[src/design/scp_pkg.sv]
// ----------------------------------------------------------------------------
// scp_pkg
// Shared types and constants for the set-associative PLRU cache.
// ----------------------------------------------------------------------------
`default_nettype none

package scp_pkg;

   localparam int REQ_TDATA_W = 88;
   localparam int RSP_TDATA_W = 72;
   localparam int RSP_PAD_W   = 3;

   localparam logic       ACT_WRITE = 1'b1;
   localparam logic [3:0] MIN_SIZE  = 4'd1;
   localparam logic [3:0] MAX_SIZE  = 4'd8;

   // A request after classification: n1 bytes in the first line, n2 in the next.
   typedef struct packed {
      logic        is_write;
      logic [15:0] address;
      logic [3:0]  n1;
      logic [3:0]  n2;
      logic [63:0] write_data;
   } req_item_type;

   typedef struct packed {
      logic [1:0]  writebacks;
      logic        second_hit;
      logic        crossed_line;
      logic        first_hit;
      logic [63:0] read_data;
   } rsp_item_type;

endpackage

`default_nettype wire

[src/design/scp_queue.sv]
// ----------------------------------------------------------------------------
// scp_queue
// Two-entry queue between the request front end and the cache engine.
// ----------------------------------------------------------------------------
`default_nettype none

module scp_queue import scp_pkg::*; (
   input  wire logic   clock,
   input  wire logic   reset,
   input  wire logic   push,
   input  req_item_type push_item,
   input  wire logic   pop,
   output req_item_type pop_item,
   output logic        full,
   output logic        empty
);

   req_item_type slot_ff [2];
   logic         wr_ptr_ff, wr_ptr_in;
   logic         rd_ptr_ff, rd_ptr_in;
   logic [1:0]   count_ff, count_in;

   always_comb begin
      wr_ptr_in = push ? !wr_ptr_ff : wr_ptr_ff;
      rd_ptr_in = pop ? !rd_ptr_ff : rd_ptr_ff;
      count_in  = count_ff + 2'(push) - 2'(pop);
   end

   always_ff @(posedge clock) begin
      if (reset) begin
         wr_ptr_ff <= 1'b0;
         rd_ptr_ff <= 1'b0;
         count_ff  <= 2'd0;
      end else begin
         wr_ptr_ff <= wr_ptr_in;
         rd_ptr_ff <= rd_ptr_in;
         count_ff  <= count_in;
      end
   end

   always_ff @(posedge clock) begin
      if (push) begin
         slot_ff[wr_ptr_ff] <= push_item;
      end
   end

   assign pop_item = slot_ff[rd_ptr_ff];
   assign full     = (count_ff == 2'd2);
   assign empty    = (count_ff == 2'd0);

endmodule

`default_nettype wire

[config.mk]
export PLATFORM = sky130hd
export DESIGN_NAME = scp_queue
export DESIGN_NICKNAME = d
export VERILOG_FILES = /design/src/design/scp_pkg.sv /design/src/design/scp_queue.sv
export SDC_FILE = /design/constraint.sdc
export NUM_CORES = 1
export LEC_CHECK = 0
export BUFFER_PORTS_ARGS = -buffer_cell sky130_fd_sc_hd__buf_2
export CAP_MARGIN = 20
export CELL_PAD_IN_SITES_DETAIL_PLACEMENT = 1
export CELL_PAD_IN_SITES_GLOBAL_PLACEMENT = 2
export CORE_ASPECT_RATIO = 2
export CORE_MARGIN = 2
export CORE_UTILIZATION = 30
export DETAILED_ROUTE_END_ITERATION = 6
export HOLD_SLACK_MARGIN = 0.03
export PLACE_DENSITY = 0.64
export SLEW_MARGIN = 10
export SYNTH_ARGS = -nofsm -noshare
export SYNTH_HDL_FRONTEND = slang
export SYNTH_SLANG_ARGS = --single-unit
[constraint.sdc]
create_clock -name clock -period 6.8 [get_ports clock]
set_input_delay 1.36 -clock clock [delete_from_list [all_inputs] [get_ports clock]]
set_output_delay 1.36 -clock clock [all_outputs]
set_load 0.02 [all_outputs]
==> results of run 1 <==
worst min-delay path: cells and delay by family (launching register included):
family                    cells  cell delay [ps]
and+or+nand+nor               1               80
DFF                           1              320
xor gates and xnor gates      1               90
cell families after synthesis:
logic type               after synthesis
AND/OR/NAND/NOR                        9
XOR/XNOR                               3
buffers and inverters                 12
multiplexers                          89
flip-flops                           183
adder cells (fa/ha/maj)                2
final cells by class:
type                            instances  area [um2]  share of cell area
Tap cell                              276         345              0.0406
Multi-Input combinational cell        103        1160               0.136
Clock inverter                         10         153              0.0180
Clock buffer                           22         444              0.0523
Antenna cell                            1        2.50            0.000294
Timing Repair Buffer                  186         938               0.110
Sequential cell                       183        5450               0.641
Inverter                                2        7.51            0.000883
sequential cells by signal, indices dropped and copies added, names as in the netlist, named ones only:
name	count
slot_ff	178
count_ff	2
wr_ptr_ff	1
rd_ptr_ff	1
placed cells by master, fill, tap and decap left out:
cell type     n
buf_2       183
edfxtp_1    178
mux2_2       79
clkbuf_16    17
mux2_4       10
nor2_1        5
clkbuf_1      5
bufinv_16     4
dfxtp_1       4
buf_4         3
inv_1         2
nor2b_1       2
xnor2_1       2
ha_1          2
clkinv_2      2
clkinv_1      2
clkinvlp_4    2
diode_2       1
and2_4        1
nor2b_4       1
xnor3_1       1
dfxtp_4       1
routing by layer:
metal  vias up  track usage
li1       1565            -
met1      1731        0.116
met2       104        0.252
met3        21       0.0343
met4         2       0.0591
met5         -            0
worst paths after layout:
kind | slack (ps) | depth (start not counted) | to | startpoint
setup / recovery | 2980 | 3 | pop_item[5] | flop
hold / removal | 530 | 2 | rd_ptr_ff | rd_ptr_ff
setup reg to reg | 4520 | 2 | slot_ff[0][60] | wr_ptr_ff
hold reg to reg | 530 | 2 | rd_ptr_ff | rd_ptr_ff
stage by stage:
step,std cells,instance area (um2)
floorplan,298,6670
global placement,750,7900
detailed placement,750,7900
CTS,782,8500
global route,782,8500
finish,783,8500
power by group through the flow:
stage	Sequential [mW]	Combinational, mW	Clock, mW
final	1.35	0.321	1.00
after floorplan	1.36	0.215	0
after global routing	1.35	0.346	1.08
after global placement	1.37	0.321	0
after CTS	1.35	0.332	1.04
after detailed placement	1.37	0.331	0
==> results.yml, run 1 <==
pwr:
  p_leak_nw: 3.17
  ir_drop_mv: 0.159
  switching_power_mw: 0.610
  power.share.sequential: 0.504
  pwr-share-comb: 0.120
  intPower_mw: 2.06
  clockPowerShare: 0.376
  total_power_mw: 2.67
  p_sw_frac: 0.228
  pwr_density_cell_mw_per_mm2: 314
cells_and_area:
  fin_nets: 588
  drive_gt1_frac: 0.599
  fin_util: 0.387
  fillers: 2225
  syn2layout_area_growth_pct: 27.4
grt:
  grt_max_degree: 62
  grt_pass1_wl_mm: 21.9
  grt_usage: 0.129
  grt_remaining_overflow: 0
  antenna_found_initial: 2
  grt_pass1_vias: 3909
flow_run:
  cap_violations: 0
timing:
  skew_ps: 5.59
  worst_pin_slew_ps: 920
  setup_violations: 0
  slew_violations: 0
  max_freq_mhz: 262
  final.setup.tns_ps: 0
  max_slew_margin: 0.387
  rsz0062_at_grt: "false"
  hold_slack_ps: 528
  fin_crit_ps: 3820
  period_share: 0.562
  setup_ws_ps: 2980
  hold_viol_final: 0
clocking:
  clk_pin_slew_ps: 60
  worstSkewPairLatency_ps: 430
  cts_tree: "built"
  root_buffer: "clkbuf_16"
  holdBufCountCts: 0
  cts-resized-gates: 0
  h-tree-depth: 4
  numClockSinks: 183
  post_cts_buffers: 0
  cts-buffers-inserted: 17
  clockBufferDepth: 2
detailed_routing:
  wl_met1_mm: 4.59
  vias: 3423
  wl_met2_mm: 8.93
  viasPerCell: 4.37
  drt_iter0_markers: 171
  post_drt_wl_per_cell_um: 18.6
  dr_wl_met3_um: 727
  top_layer: "met5"
  ant_nets: 0
  routed_wl_mm: 14.6
  post-route-drc-count: 0
  drtPass1Iterations: 4
synthesis:
  muxShareOfSynthArea: 0.156
  yosys.area_share.adder: 0.00375
  syn_inst: 298
  netlist_area_mm2: 0.00667
  avgSynthCellArea_um2: 22.4
  synth_warnings: 0
  ys_seq_area_frac: 0.816
  yosys_most_used_dff: "edfxtp_1"
  synth_xor_area_frac: 0.00600
  netlist-cell-type-count: 13
  synthArstFlopShare: 0
  synth_top_family_by_area: "multiplexers"
  ys_seq_elements: 183
  synth_top_area_share: 0.801
  ys_top_cells_by_count: "178 x edfxtp_1, 79 x mux2_2, 10 x mux2_4"
  synth_top_area_cell: "edfxtp_1"
  synth-compound-area-share: 0
  synthSimpleGateAreaFrac: 0.00657
  synth_nets: 393
  synthTopCellsByArea: "edfxtp_1 80%, mux2_2 13%, mux2_4 2.3%"
  synth_edf_count: 178
  yosysMostFrequentCell: "edfxtp_1"
critical_path:
  crit_family: "buffers and inverters"
  path_cells: "buf_4, mux2_2, buf_2"
  slowest_delay_ps: 760
  cp.arrival_ps: 2460
  worst_ep_required_time_ps: 5440
  startpoint_type: "flop"
  worstPathMaxFanout: 45
  worst_setup_path_end_kind: "primary output"
  crit_type: "reg -> out"
  slowest_stage: "dfxtp_4"
  path_buf_inv: 2
floorplanning:
  die_height_um: 215
  die_area_mm2: 0.0235
  core_region_area_mm2: 0.0220
  ioPinCount: 184
  rows: 77
  dieWidth_um: 109
  start_util: 0.304
min_path:
  min_path_type: "reg -> reg"
placed_design:
  dp_hpwl_mm: 10.1
  port_buffers: 183
  pre_cts_slack_ps: 3200
  gp_routability_congestion: 0.688
status:
  outcome: "finished clean"
Power figures use the tool's default switching activity.
==> run 2, diff against run 1 <==
clock period = 3.7 ns   (was 6.8 ns; I/O delays follow)
==> results.yml, run 2 (synthesized netlist as in run 1, its figures left out) <==
critical_path:
  crit_family: "flip-flops"
  reg2reg_depth: 2
  crit_type: "reg -> out"
  slowest_stage: "dfxtp_4"
  path_cells: "buf_12, mux2_2, buf_2"
  path_buf_inv: 2
  r2r_end: "slot_ff[1][36]"
  worstPathMaxFanout: 46
  r2r_start: "wr_ptr_ff"
  cp.arrival_ps: 2170
  startpoint_type: "flop"
  reg2reg_slack_ps: 1950
  worst_setup_path_end_kind: "primary output"
  worst_ep_required_time_ps: 2960
  slowest_delay_ps: 750
timing:
  fin_crit_ps: 2910
  slew_violations: 0
  final.setup.tns_ps: 0
  period_share: 0.787
  max_slew_margin: 0.564
  worst_pin_slew_ps: 654
  max_freq_mhz: 344
  setup_violations: 0
  rsz0062_at_grt: "false"
  skew_ps: 6.86
  hold_viol_final: 0
cells_and_area:
  drive_gt1_frac: 0.613
  final_area_mm2: 0.00854
  reg_top3: "slot_ff x178, count_ff x2"
  final_cell_mix: "183 x buf_2, 178 x edfxtp_1, 79 x mux2_2, 17 x clkbuf_16, 10 x mux2_4"
  fin_util: 0.389
  largest_register_ffs: 178
  syn2layout_area_growth_pct: 28.1
  regMostFlops: "slot_ff"
  fin_nets: 588
  layout_commonest_cell: "buf_2"
detailed_routing:
  drtPass1Iterations: 4
  ant_nets: 0
  drt_iter0_markers: 106
  post_drt_wl_per_cell_um: 18.3
  routed_wl_mm: 14.4
  post-route-drc-count: 0
  vias: 3405
  viasPerCell: 4.33
pwr:
  clockPowerShare: 0.371
  switching_power_mw: 1.20
  total_power_mw: 4.88
  p_sw_frac: 0.245
  ir_drop_mv: 0.353
  intPower_mw: 3.68
  p_leak_nw: 3.18
  pwr_density_cell_mw_per_mm2: 571
  pwr-share-comb: 0.123
  power.share.sequential: 0.506
min_path:
  worstHoldPathCells: 1
  min_path_type: "in -> reg"
  min_from: "push_item[14]"
  holdPathEnd: "slot_ff[1][14]"
floorplanning:
  start_util: 0.304
  ioPinCount: 184
  core_region_area_mm2: 0.0220
  die_area_mm2: 0.0235
  dieWidth_um: 109
  die_height_um: 215
  rows: 77
grt:
  grt_pass1_vias: 3780
  grt_usage: 0.127
  grt_remaining_overflow: 0
  antenna_found_initial: 6
  grt_max_degree: 90
  grt_pass1_wl_mm: 21.2
clocking:
  root_buffer: "clkbuf_16"
  clk_pin_slew_ps: 70
  cts-buffers-inserted: 17
  post_cts_buffers: 0
  holdBufCountCts: 0
  h-tree-depth: 4
  cts-resized-gates: 0
  numClockSinks: 183
  cts_tree: "built"
  clockBufferDepth: 2
  worstSkewPairLatency_ps: 430
placed_design:
  gp_routability_congestion: 0.709
  port_buffers: 183
  place_area_mm2: 0.00794
  dp_hpwl_mm: 9.95
status:
  outcome: "finished clean"
flow_run:
  cap_violations: 0
==> run 2: routing by layer <==
metal	wire length, um	GRT usage	vias up
li1	-	-	1576
met1	4430	0.108	1709
met2	8850	0.246	97
met3	777	0.0476	19
met4	287	0.0570	4
met5	27	0	-
==> run 2: layout make-up <==
cell class / count / area (um2)
diodes: 4 / 10.0
clock buffers: 17 / 425
clock inverters: 15 / 170
fillers: 2214 / 13400
inverters: 2 / 7.51
multi-input cells: 103 / 1160
flip-flops and latches: 183 / 5450
well taps: 276 / 345
repair buffers: 186 / 976
==> run 2: power by group through the flow <==
stage	clock, mW	combinational (mW)	sequential [mW]
6_report	1.81	0.598	2.47
5_1_grt	1.94	0.642	2.48
4_1_cts	1.88	0.616	2.47
3_5_place_dp	0	0.613	2.52
3_3_place_gp	0	0.600	2.51
2_1_floorplan	0	0.396	2.49
==> run 2: worst max path at each step <==
stage	startpoint	end	slack, ps	depth (start not counted)
global placement	flop	pop_item[22]	1240	3
finish	flop	pop_item[49]	790	3
global route	flop	pop_item[57]	680	3
detailed placement	flop	pop_item[49]	1210	3
CTS	flop	pop_item[49]	720	3
floorplan	push	slot_ff[0][0]	200	1
==> run 2: stage by stage <==
step	hold slack [ps]	setup slack, ps	instances
2_1_floorplan	480	199	298
3_3_place_gp	503	1240	750
3_5_place_dp	524	1210	750
4_1_cts	453	720	782
5_1_grt	460	676	786
6_report	488	789	786
==> run 3, diff against run 2 <==
clock period = 2.8 ns   (was 3.7 ns; I/O delays follow)
==> results.yml, run 3 (synthesized netlist as in run 1, its figures left out) <==
timing:
  hold_viol_final: 0
  final.setup.tns_ps: 0
  max_slew_margin: 0.522
  setup_ws_ps: 314
  fin_crit_ps: 2490
  skew_ps: 3.36
  rsz0062_at_grt: "false"
  slew_violations: 0
  worst_pin_slew_ps: 717
  setup_violations: 0
  max_freq_mhz: 402
  period_share: 0.888
min_path:
  min_path_type: "in -> reg"
  min_from: "push_item[46]"
critical_path:
  slowest_stage: "dfxtp_4"
  startpoint_type: "flop"
  worst_ep_required_time_ps: 2240
  r2r_end: "slot_ff[1][86]"
  worst_setup_path_end_kind: "primary output"
  r2r_start: "wr_ptr_ff"
  path_cells: "buf_4, mux2_2, buf_2"
  cp.arrival_ps: 1930
  crit_type: "reg -> out"
  reg2reg_slack_ps: 1220
  endpoint: "pop_item[7]"
  worstPathMaxFanout: 31
  slowest_delay_ps: 630
  reg2reg_depth: 2
grt:
  grt_usage: 0.130
  grt_max_degree: 52
  antenna_found_initial: 1
  grt_pass1_vias: 3847
  grt_pass1_wl_mm: 21.6
  grt_remaining_overflow: 0
cells_and_area:
  fillers: 2238
  largest_register_ffs: 178
  syn2layout_area_growth_pct: 28.7
  reg_top3: "slot_ff x178, count_ff x2"
  regMostFlops: "slot_ff"
  final_cell_mix: "183 x buf_2, 178 x edfxtp_1, 79 x mux2_2, 17 x clkbuf_16, 10 x mux2_4"
  seq_area_mm2: 0.00545
  multi_input_area_mm2: 0.00116
  layout_commonest_cell: "buf_2"
  drive_gt1_frac: 0.610
  fin_nets: 593
  stdcell_count: 787
placed_design:
  gp_routability_congestion: 0.689
  place_inst: 755
  port_buffers: 183
  pre_cts_slack_ps: 718
  dp_hpwl_mm: 10.3
clocking:
  h-tree-depth: 4
  clockBufferDepth: 2
  worstSkewPairLatency_ps: 430
  numClockSinks: 183
  holdBufCountCts: 0
  clk_pin_slew_ps: 70
  cts-buffers-inserted: 17
  root_buffer: "clkbuf_16"
  cts_tree: "built"
  post_cts_buffers: 0
  cts-resized-gates: 0
floorplanning:
  start_util: 0.304
  ioPinCount: 184
  core_region_area_mm2: 0.0220
  dieWidth_um: 109
  rows: 77
  die_height_um: 215
  die_area_mm2: 0.0235
pwr:
  pwr_density_cell_mw_per_mm2: 758
  ir_drop_mv: 0.420
  p_leak_nw: 3.21
  total_power_mw: 6.51
detailed_routing:
  viasPerCell: 4.29
  post-route-drc-count: 0
  vias: 3380
  drtPass1Iterations: 4
  post_drt_wl_per_cell_um: 18.3
  routed_wl_mm: 14.4
  ant_nets: 0
  drt_iter0_markers: 88
flow_run:
  cap_violations: 0
status:
  outcome: "finished clean"
[run 3: stage by stage]
step,utilization,hold slack (ps),area (um2)
finish,0.391,310,8580
global route,0.391,283,8580
CTS,0.391,286,8580
detailed placement,0.363,502,7970
global placement,0.363,508,7970
floorplan,-,480,6680
[run 3: power by group]
group	leakage [nW]	total [mW]	internal (mW)	switching, mW
registers	1.71	3.26	3.20	0.0602
logic	1.21	0.806	0.339	0.467
clock network	0.292	2.44	1.48	0.966
[run 3: critical path, delay by kind of cell (launching register included)]
family	cells	cell delay (ps)
DFF	1	630
buffers and inverters	2	490
muxes	1	360
[run 3: worst min path at each step]
| stage | endpoint | slack (ps) | cells past startpoint |
|---|---|---|---|
| finish | slot_ff[1][46] | 310 | 1 |
| floorplan | flop | 480 | 2 |
| global placement | rd_ptr_ff | 510 | 2 |
| CTS | slot_ff[0][66] | 290 | 1 |
| detailed placement | flop | 500 | 2 |
| global route | slot_ff[0][66] | 280 | 1 |
[run 3: layout make-up]
cell class / instances / share of cell area
clock buffers: 17 / 0.0496
well taps: 276 / 0.0402
multi-input cells: 103 / 0.135
flip-flops and latches: 183 / 0.635
diodes: 1 / 0.000292
clock inverters: 14 / 0.0213
inverters: 2 / 0.000875
repair buffers: 191 / 0.118
[run 3: per-layer routing]
layer  track usage  wire [um]  vias to the layer above
li1              -          -                     1568
met5             0          0                        -
met2         0.250       8920                      104
met3        0.0437        775                       24
met1         0.112       4280                     1684
met4        0.0641        398                        0
