$ cat src/design/scp_pkg.sv
// ----------------------------------------------------------------------------
// scp_pkg
// Shared types and constants for the set-associative PLRU cache.
// ----------------------------------------------------------------------------
`default_nettype none

package scp_pkg;

   localparam int REQ_TDATA_W = 88;
   localparam int RSP_TDATA_W = 72;
   localparam int RSP_PAD_W   = 3;

   localparam logic       ACT_WRITE = 1'b1;
   localparam logic [3:0] MIN_SIZE  = 4'd1;
   localparam logic [3:0] MAX_SIZE  = 4'd8;

   // A request after classification: n1 bytes in the first line, n2 in the next.
   typedef struct packed {
      logic        is_write;
      logic [15:0] address;
      logic [3:0]  n1;
      logic [3:0]  n2;
      logic [63:0] write_data;
   } req_item_type;

   typedef struct packed {
      logic [1:0]  writebacks;
      logic        second_hit;
      logic        crossed_line;
      logic        first_hit;
      logic [63:0] read_data;
   } rsp_item_type;

endpackage

`default_nettype wire

$ cat src/design/scp_front.sv
// ----------------------------------------------------------------------------
// scp_front
// Accepts requests, clamps the size and splits it at the line boundary.
// ----------------------------------------------------------------------------
`default_nettype none

module scp_front import scp_pkg::*; #(
   parameter int LINE_LOG2 = 5
) (
   input  wire logic                   req_tvalid,
   output logic                        req_tready,
   input  wire logic [REQ_TDATA_W-1:0] req_tdata,
   input  wire logic                   req_tuser,
   input  wire logic                   q_full,
   input  wire logic                   hold,
   output logic                        q_push,
   output req_item_type                q_item
);

   localparam int LINE_SIZE = 1 << LINE_LOG2;

   logic [3:0]           size_raw;
   logic [3:0]           size_n;
   logic [LINE_LOG2-1:0] off;
   logic [LINE_LOG2:0]   room;
   logic [3:0]           n1;

   always_comb begin
      size_raw = req_tdata[19:16];
      if (size_raw == 4'd0) begin
         size_n = MIN_SIZE;
      end else if (size_raw > MAX_SIZE) begin
         size_n = MAX_SIZE;
      end else begin
         size_n = size_raw;
      end
      off  = req_tdata[LINE_LOG2-1:0];
      room = (LINE_LOG2+1)'(LINE_SIZE) - (LINE_LOG2+1)'(off);
      if (room < (LINE_LOG2+1)'(size_n)) begin
         n1 = room[3:0];
      end else begin
         n1 = size_n;
      end
      q_item.is_write   = (req_tuser == ACT_WRITE);
      q_item.address    = req_tdata[15:0];
      q_item.n1         = n1;
      q_item.n2         = size_n - n1;
      q_item.write_data = req_tdata[83:20];
   end

   assign req_tready = !q_full && !hold;
   assign q_push     = req_tvalid && req_tready;

endmodule

`default_nettype wire

$ cat config.mk
export PLATFORM = sky130hd
export DESIGN_NAME = scp_front
export DESIGN_NICKNAME = d
export VERILOG_FILES = /design/src/design/scp_pkg.sv /design/src/design/scp_front.sv
export SDC_FILE = /design/constraint.sdc
export NUM_CORES = 1
export LEC_CHECK = 0
export BUFFER_PORTS_ARGS = -buffer_cell sky130_fd_sc_hd__buf_2
export CELL_PAD_IN_SITES_DETAIL_PLACEMENT = 0
export CELL_PAD_IN_SITES_GLOBAL_PLACEMENT = 1
export CORE_MARGIN = 10
export CORE_UTILIZATION = 17
export DETAILED_ROUTE_END_ITERATION = 10
export GPL_ROUTABILITY_DRIVEN = 0
export PLACE_DENSITY_LB_ADDON = 0.3
export SYNTH_ARGS = -nofsm -noshare
export SYNTH_HDL_FRONTEND = slang
export SYNTH_SLANG_ARGS = --single-unit
$ cat constraint.sdc
create_clock -name vclk -period 3.9
set_clock_uncertainty 0.15 [all_clocks]
set_input_delay 0.195 -clock vclk [all_inputs]
set_output_delay 0.195 -clock vclk [all_outputs]
set_load 0.03 [all_outputs]
==> summary.md, run 1 <==
| Metric | Value |
|---|---|
| Iter 0 DRT Violations | `8` |
| Most frequent cell on the critical path | `ha_1` |
| Worst min path class | `input port to output port` |
| Synthesized-area fraction occupied by adder cells | `0.103` |
| DR vias/cell | `3.33` |
| Filler Cells Inserted | `687` |
| Finished Layout Cells | `152` |
| Die area | `9640 um2` |
| Detailed-route via count | `506` |
| DP HPWL | `1680 um` |
| Synth area leader | `buf_4` |
| Finish-stage setup viols | `0` |
| GRT overflow | `0` |
| Count of pins over their slew limit | `0` |
| First-pass iteration count of the detailed router | `3` |
| # DRC | `0` |
| Area grow syn2layout | `-37.5%` |
| Critical path launch point type | `input port` |
| Fmax | `0.295 GHz` |
| Cell area after synthesis | `1040 um2` |
| Slowest cell delay on critical path | `0.42 ns` |
| Warnings from Yosys | `0` |
| I/O Buffers | `27` |
| Wire per inst | `12.5 um` |
| # clk buffers | `0` |
| Total Routed Length | `1900 um` |
| Leakage Power | `0.321 nW` |
| Largest net degree at the start of global routing | `7` |
| PD cells | `230 nW/um2` |
| RSZ-0062 raised after global routing | `false` |
| Initial core utilization | `0.176` |
| Seq_cells | `0` |
| Max Cap Violations | `0` |
| Sequential share of power | `0` |
| Setup Fix Bufs, Post-CTS | `0` |
| Avg Cell Area, Syn | `7.88 um2` |
| Mux cell area share after synthesis | `0.0722` |
| Clk pwr share | `0` |
| Placed insts | `152` |
| Comb pwr share | `1.000` |
| Final total power | `0.000149 W` |
| Layout Nets | `179` |
| CP Capture Type | `output port` |
| Share of the synthesized area in the top cell type | `0.585` |
| CP Cell Sequence | `buf_2 -> inv_1 -> ha_1 -> xnor2_1 -> ha_1 -> o211ai_1 -> a21oi_1 -> and3b_1 -> mux2i_1 -> ha_1 -> a21o_1 -> a21oi_1 -> xnor2_1 -> buf_2` |
| Layout cells sized above 1 | `0.429` |
| Switching part of the total power | `0.622` |
| Peak supply drop | `0.0559 mV` |
| Setup CP Type | `input port to output port` |
| Number of global-route vias before repair | `621` |
| Largest family of logic cells by synthesized area | `buffers and inverters` |
| Critical path peak fanout | `5` |
| Pint | `0.0000563 W` |
| CTS Hold Bufs | `0` |
| Status | `complete, no violations` |
| Die width | `98.2 um` |
| GRT Util Overall | `0.0353` |
| Hold Fails Final Rpt | `0` |
| FP Rows | `28` |
| Synth Area in Simple Gates | `0.0782` |
| Mapped Cells | `132` |
| Antenna violations before repair | `0` |
| ANT cells | `0` |
| First-pass GRT wire length | `2970 um` |
| Commonest non-fill, non-tap cell in the layout | `buf_2` |
| Final period util | `0.869` |
| PostCTS Resize Cnt | `0` |
| Rel. slew slack | `0.771` |
| Synth Area in Compound Gates | `0.0554` |
| Final ANT Viol Nets | `0` |
| Syn Nets | `232` |
| Synth unique cells | `24` |
| NetSw | `0.0000927 W` |
| Worst path slowest cell | `and3b_1` |
| WP data arrival | `3.04 ns` |
| Actual slew at the worst max-slew pin | `0.341 ns` |
| Most frequent cells in the layout | `27 x buf_2, 10 x inv_1, 7 x ha_1` |
| Largest cells by area after synthesis | `buf_4 58%, ha_1 8.4%, mux2_4 4.3%, inv_1 3.6%, xnor2_1 3.4%` |
| Clock period minus worst slack | `3.39 ns` |
| Register area share after synthesis | `0` |
| TNS Setup | `0 ns` |
| Sequential Area | `0 um2` |
| CP required | `3.56 ns` |
| Die height | `98.2 um` |
| CORE AREA | `5920 um2` |
| Post-synthesis xor/xnor area fraction | `0.0590` |
| I/O pin total | `183` |
[worst max-delay path: cells and delay by family]
kind | cells | cell delay [ns]
simple gates | 1 | 0.42
fa+ha+maj | 3 | 0.76
xor+xnor | 2 | 0.45
mux | 1 | 0.23
compound gates | 4 | 0.57
buf+inv | 3 | 0.42
[per-stage QoR]
stage               setup slack, ns   util  area [um2]  hold slack [ns]
detailed placement            0.454  0.110         649            0.240
global placement              0.472  0.110         649            0.240
CTS                           0.435  0.110         649            0.240
finish                        0.511  0.110         649            0.240
global route                  0.226  0.110         649            0.240
floorplan                     0.746      -        1040            0.352
[kinds of logic after synthesis]
kind of cell	after synthesis
AO/OA/AOI/OAI	9
XOR/XNOR	5
adder cells (fa/ha/maj)	8
buffers and inverters	92
multiplexers	6
AND/OR/NAND/NOR	12
[final timing paths]
check	endpoint	from	slack [ns]	cells past startpoint
max	q_item[67]	req_tdata[0]	0.51	14
min	q_item[0]	req_tdata[20]	0.24	0
[power by group through the flow]
stage               Clock (W)  Combinational (W)  Sequential (W)
CTS                         0           0.000154               0
global placement            0           0.000152               0
detailed placement          0           0.000153               0
global route                0           0.000164               0
floorplan                   0           0.000260               0
finish                      0           0.000149               0
[area by class of cell]
cell class	count	area, um2	area share
Timing Repair Buffer	27	135	0.208
Multi-Input combinational cell	40	383	0.590
Tap cell	75	93.8	0.145
Inverter	10	37.5	0.0578
[Yosys cell counts]
cell type and instances:
buf_4 81, nor2b_1 2, nor3_1 2, buf_6 1, a21oi_1 3, o211ai_1 1
mux2i_1 3, xnor2_1 4, fa_1 1, mux2_4 3, a21o_1 1, nor3b_2 1
nand3_1 1, nor2_1 1, ha_1 7, and2_1 2, nand4b_1 1, xnor3_4 1
o22ai_1 1, a31oi_1 1, and3_2 1, o21bai_1 2, and3b_1 1, inv_1 10
[layer usage]
| layer | up-vias | share of wire | global-route usage |
|---|---|---|---|
| met1 | 221 | 0.30 | 0.0305 |
| li1 | 229 | - | - |
| met3 | 22 | 0.11 | 0.0113 |
| met5 | - | 0 | 0 |
| met2 | 34 | 0.52 | 0.0655 |
| met4 | 0 | 0.067 | 0.0287 |
No activity file was read; power rests on OpenSTA's default activity.
==> inputs of run 2 (changes only) <==
- ABC_AREA: unset -> 1
==> run 2 against run 1 <==
Total power grew 1.2%. Worst setup slack improved by 0.18 ns. Global-route usage increased by 0.18 points. Fmax is 5.7% higher. First-iteration DRC count unchanged. Combinational power barely moved. Sequential share of layout area is the same. Synthesized cell count is 14% higher. Die area down 0.57%. Area after synthesis down 0.72%.
==> summary.md, run 2 <==
| Metric | Value |
|---|---|
| Status | `complete, no violations` |
| PD cells | `231 nW/um2` |
| Largest cells by area after synthesis | `buf_4 59%, ha_1 8.5%, inv_1 5.8%, nand2_1 4.7%, fa_1 1.9%` |
| Number of global-route vias before repair | `635` |
| TNS Setup | `0 ns` |
| Seq_cells | `0` |
| Avg Cell Area, Syn | `6.88 um2` |
| Place WS | `0.625 ns` |
| Area grow syn2layout | `-36.7%` |
| Top Metal Used | `met4` |
| Commonest non-fill, non-tap cell in the layout | `buf_2` |
| Most frequent cell after synthesis | `buf_4` |
| CP Cell Sequence | `buf_2 -> nor2_1 -> nand2_1 -> xnor2_2 -> inv_2 -> ha_1 -> a21oi_1 -> a21boi_4 -> nand2_4 -> nand2_1 -> o21ai_2 -> ha_1 -> nand2_1 -> nand2_1 -> a31oi_1 -> nand3_1 -> nand2_1 -> buf_2` |
| Most frequent cell on the critical path | `nand2_1` |
| Delay-heaviest family, CP | `simple AND/OR/NAND/NOR gates` |
| CTS Hold Bufs | `0` |
| DR WL met3 | `242 um` |
| Worst path slowest cell | `ha_1` |
| Hold Fails Final Rpt | `0` |
| Critical path launch point type | `input port` |
| I/O pin total | `183` |
| # clk buffers | `0` |
| WP depth | `18` |
| First-pass GRT wire length | `3170 um` |
| Count of pins over their slew limit | `0` |
| Final total power | `0.000151 W` |
| Setup Fix Bufs, Post-CTS | `0` |
| Largest net degree at the start of global routing | `9` |
| Die width | `97.9 um` |
| Rel. slew slack | `0.819` |
| # DRC | `0` |
| First-pass iteration count of the detailed router | `2` |
| Max Cap Violations | `0` |
| Slowest cell delay on critical path | `0.35 ns` |
| WP data arrival | `2.86 ns` |
| Die height | `97.9 um` |
| WL met1 | `655 um` |
| Antenna violations before repair | `0` |
| Peak supply drop | `0.0467 mV` |
| DP HPWL | `1690 um` |
| Synth unique cells | `20` |
| Sequential Area | `0 um2` |
| Synth area leader | `buf_4` |
| Multi-input logic area | `349 um2` |
| Met2 wire len | `854 um` |
| Cell area after synthesis | `1030 um2` |
| Register area share after synthesis | `0` |
| Total Routed Length | `1840 um` |
| PostCTS Resize Cnt | `0` |
| Finish-stage setup viols | `0` |
| Setup CP Type | `input port to output port` |
| Detailed-route via count | `545` |
| RSZ-0062 raised after global routing | `false` |
| ANT cells | `0` |
| DR vias/cell | `3.19` |
| Layout Nets | `198` |
| Mapped Cells | `150` |
| Worst min path class | `input port to output port` |
| Final period util | `0.822` |
| Die area | `9590 um2` |
| I/O Buffers | `27` |
| CP bufs+invs | `3` |
| Clock period minus worst slack | `3.21 ns` |
| CP Capture Type | `output port` |
| Hold path startpoint | `req_tdata[30]` |
| CORE AREA | `5920 um2` |
| Crit path setup slack, layout | `0.693 ns` |
| Most frequent cells in the layout | `27 x buf_2, 16 x inv_1, 13 x nand2_1` |
| CP required | `3.56 ns` |
| FP Rows | `28` |
| Actual slew at the worst max-slew pin | `0.270 ns` |
| Wire per inst | `10.8 um` |
| GRT overflow | `0` |
| Worst hold slack | `0.240 ns` |
| Filler Cells Inserted | `690` |
| Final ANT Viol Nets | `0` |
| Warnings from Yosys | `0` |
| Share of the synthesized area in the top cell type | `0.589` |
| Synth cell count leaders | `81 x buf_4, 16 x inv_1, 13 x nand2_1` |
| Leakage Power | `0.370 nW` |
| Initial core utilization | `0.174` |
| Critical path peak fanout | `8` |
| Fmax | `0.312 GHz` |
| GRT Util Overall | `0.0372` |
| CP Launch Point | `req_tdata[0]` |
| Iter 0 DRT Violations | `8` |
| Layout cells sized above 1 | `0.427` |
| Worst Setup EP | `q_item[67]` |
| Syn Nets | `250` |
run 2: changes by cell type after synthesis, moves of 3 or more:
cell	before	now
mux2_4	3	0
inv_1	10	16
mux2i_1	3	0
nor2_1	1	5
inv_2	0	4
nand2_1	0	13
o21ai_1	0	3
nand2_2	0	3
run 2: cells by family (layout without fill, tap and decap cells):
group / Yosys count / after routing / share of synthesized area
AND/OR/NAND/NOR: 29 / 29 / 0.136
buffers and inverters: 101 / 47 / 0.662
AO/OA/AOI/OAI: 9 / 9 / 0.0655
XOR/XNOR: 3 / 3 / 0.0327
adder cells (fa/ha/maj): 8 / 8 / 0.104
run 2: layout make-up:
cell class / instances / share of cell area
multi-input combinational: 49 / 0.534
timing repair buffer: 27 / 0.207
tap: 75 / 0.144
inverter: 20 / 0.115
run 2: worst min path at each step:
stage / endpoint / slack, ns / cells after the start
floorplan: req_tready / 0.35 / 1
detailed placement: q_item[20] / 0.24 / 0
global route: q_item[36] / 0.24 / 0
finish: q_item[10] / 0.24 / 0
global placement: q_item[20] / 0.24 / 0
CTS: q_item[20] / 0.24 / 0
run 2: routing by layer:
metal | track usage | vias to the layer above
met3 | 0.0127 | 16
met5 | 0 | -
met4 | 0.0257 | 0
met2 | 0.0629 | 27
li1 | - | 267
met1 | 0.0377 | 235
run 2: power breakdown:
part / switching, W / internal [W] / leakage, nW
Combinational: 0.000102 / 0.0000491 / 0.370
Sequential: 0 / 0 / 0
Clock: 0 / 0 / 0
run 2: metrics by stage:
step | utilization | std cells | instance area (um2)
after global placement | 0.110 | 171 | 653
final | 0.110 | 171 | 653
after floorplan | - | 150 | 1030
after global routing | 0.110 | 171 | 653
after CTS | 0.110 | 171 | 653
after detailed placement | 0.110 | 171 | 653
==> inputs of run 3 (changes only) <==
- ABC_AREA: 1 -> 0
- CORE_UTILIZATION: 17 -> 16
- clock period: 3.9 -> 3.3 ns (I/O delays scaled with it)
==> run 3 against run 2 <==
Wire length up 6.2%. Sequential share of layout area is the same. Critical path type unchanged. Worst hold slack worse by 0.060 ns. Worst setup slack got worse by 0.52 ns. Non-clock buffer count rose by 7. Critical path depth is 5 lower. Flip-flop and latch count unchanged. Final area rose by 11%. Clock-buffer cell count is the same. Global-route usage shrank 0.19 points.
==> summary.md, run 3 (synthesized netlist as in run 1, its figures left out) <==
| Metric | Value |
|---|---|
| Seq_cells | `0` |
| DP HPWL | `1730 um` |
| Filler Cells Inserted | `748` |
| Most used routing layer | `met2` |
| Fmax | `0.320 GHz` |
| Die area | `10100 um2` |
| Place WS | `0.0584 ns` |
| Peak supply drop | `0.0751 mV` |
| Commonest non-fill, non-tap cell in the layout | `buf_2` |
| DP Area | `697 um2` |
| Count of pins over their slew limit | `0` |
| GRT overflow | `0` |
| TNS Setup | `0 ns` |
| Worst path slowest cell | `ha_1` |
| Critical path launch point type | `input port` |
| Status | `complete, no violations` |
| I/O pin total | `183` |
| Most frequent cell on the critical path | `ha_1` |
| WHS Endpoint | `q_item[10]` |
| Final period util | `0.947` |
| RSZ-0062 raised after global routing | `false` |
| CP required | `2.98 ns` |
| Number of global-route vias before repair | `644` |
| DR vias/cell | `3.41` |
| Antenna violations before repair | `0` |
| Min-Delay Path Depth | `0` |
| Worst min path class | `input port to output port` |
| First-pass iteration count of the detailed router | `2` |
| Met1 Resource Use GR | `0.0300` |
| Critical path peak fanout | `5` |
| Initial core utilization | `0.165` |
| Met3 Use GR | `0.00960` |
| Layout Nets | `186` |
| Worst hold slack | `0.180 ns` |
| PD cells | `268 nW/um2` |
| Post-route cell area | `723 um2` |
| CORE AREA | `6310 um2` |
| CP Launch Point | `req_tdata[0]` |
| Most frequent cells in the layout | `26 x buf_2, 10 x inv_1, 8 x buf_4` |
| Sequential Area | `0 um2` |
| Clock period minus worst slack | `3.13 ns` |
| ANT cells | `0` |
| Hold path startpoint | `req_tdata[30]` |
| Routing usage on met2 | `0.0649` |
| Area grow syn2layout | `-30.4%` |
| Leakage Power | `0.362 nW` |
| Hold Fails Final Rpt | `0` |
| CP Cell Sequence | `buf_2 -> inv_1 -> ha_1 -> ha_1 -> o211ai_1 -> a21oi_1 -> and3b_2 -> mux2i_1 -> ha_1 -> a21o_1 -> a21oi_1 -> xnor2_1 -> buf_4` |
| GRT Util Overall | `0.0353` |
| First-pass GRT wire length | `3060 um` |
| Die height | `101 um` |
| FP Rows | `29` |
| Final ANT Viol Nets | `0` |
| # clk buffers | `0` |
| Total Routed Length | `1960 um` |
| Wire per inst | `12.1 um` |
| # DRC | `0` |
| Crit path setup slack, layout | `0.175 ns` |
| CP Capture Type | `output port` |
| Rel. slew slack | `0.790` |
| Placed insts | `160` |
| Largest net degree at the start of global routing | `6` |
| Max Cap Violations | `0` |
| Die width | `101 um` |
| Finish-stage setup viols | `0` |
| I/O Buffers | `27` |
| Finished Layout Cells | `161` |
| Slowest cell delay on critical path | `0.34 ns` |
| Layout cells sized above 1 | `0.524` |
| Detailed-route via count | `549` |
| WP data arrival | `2.81 ns` |
| Actual slew at the worst max-slew pin | `0.307 ns` |
| Iter 0 DRT Violations | `5` |
| Setup CP Type | `input port to output port` |
==> run 3: cell count changes in the layout (fill, tap and decap cells not counted), moves of 3 or more <==
cell,previous run,this run
buf_4,0,8
nor2_1,5,1
mux2_4,0,3
nand2_2,3,0
o21ai_1,3,0
nand2_1,13,0
inv_1,16,10
mux2i_1,0,3
inv_2,4,0
==> run 3: where the power goes <==
part / switching (W) / internal, W
Sequential: 0 / 0
Combinational: 0.000114 / 0.0000806
Clock: 0 / 0
Total: 0.000114 / 0.0000806
==> run 3: repair_timing <==
| action | 4_1_cts | 5_1_grt |
|---|---|---|
| hold buffers | 0 | 0 |
| resized for setup | 0 | 6 |
| buffers inserted | 0 | 1 |
| setup endpoints to repair | 0 | 2 |
==> run 3: layer usage <==
metal | vias to the layer above | wire length [um] | share of wire
met3 | 24 | 220 | 0.11
met4 | 0 | 108 | 0.055
met1 | 247 | 624 | 0.32
met2 | 33 | 1000 | 0.51
li1 | 245 | - | -
met5 | - | 0 | 0
==> run 3: critical path, delay by kind of cell <==
kind	cells	cell delay, ns
AOI/OAI and AO/OA	4	0.65
xor gates and xnor gates	1	0.19
adders and majority gates	3	0.88
buffers and inverters	3	0.42
muxes	1	0.20
and+or+nand+nor	1	0.32
==> run 3: area by class of cell <==
type,instances,area (um2),area share
Tap cell,77,96.3,0.133
Multi-Input combinational cell,40,399,0.552
Inverter,10,37.5,0.0519
Timing Repair Buffer,34,190,0.263
==> run 3: worst max-delay path by stage <==
stage | end | slack, ns | cells after the start
after global routing | q_item[67] | 0.003 | 13
after global placement | q_item[67] | 0.09 | 14
final | q_item[67] | 0.17 | 13
after CTS | q_item[67] | 0.04 | 13
after floorplan | q_item[66] | 0.21 | 9
after detailed placement | q_item[67] | 0.06 | 13
==> run 3: metrics by stage <==
step	power, W	utilization
2_1_floorplan	0.000307	-
3_3_place_gp	0.000191	0.110
3_5_place_dp	0.000191	0.110
4_1_cts	0.000192	0.110
5_1_grt	0.000213	0.115
6_report	0.000194	0.115
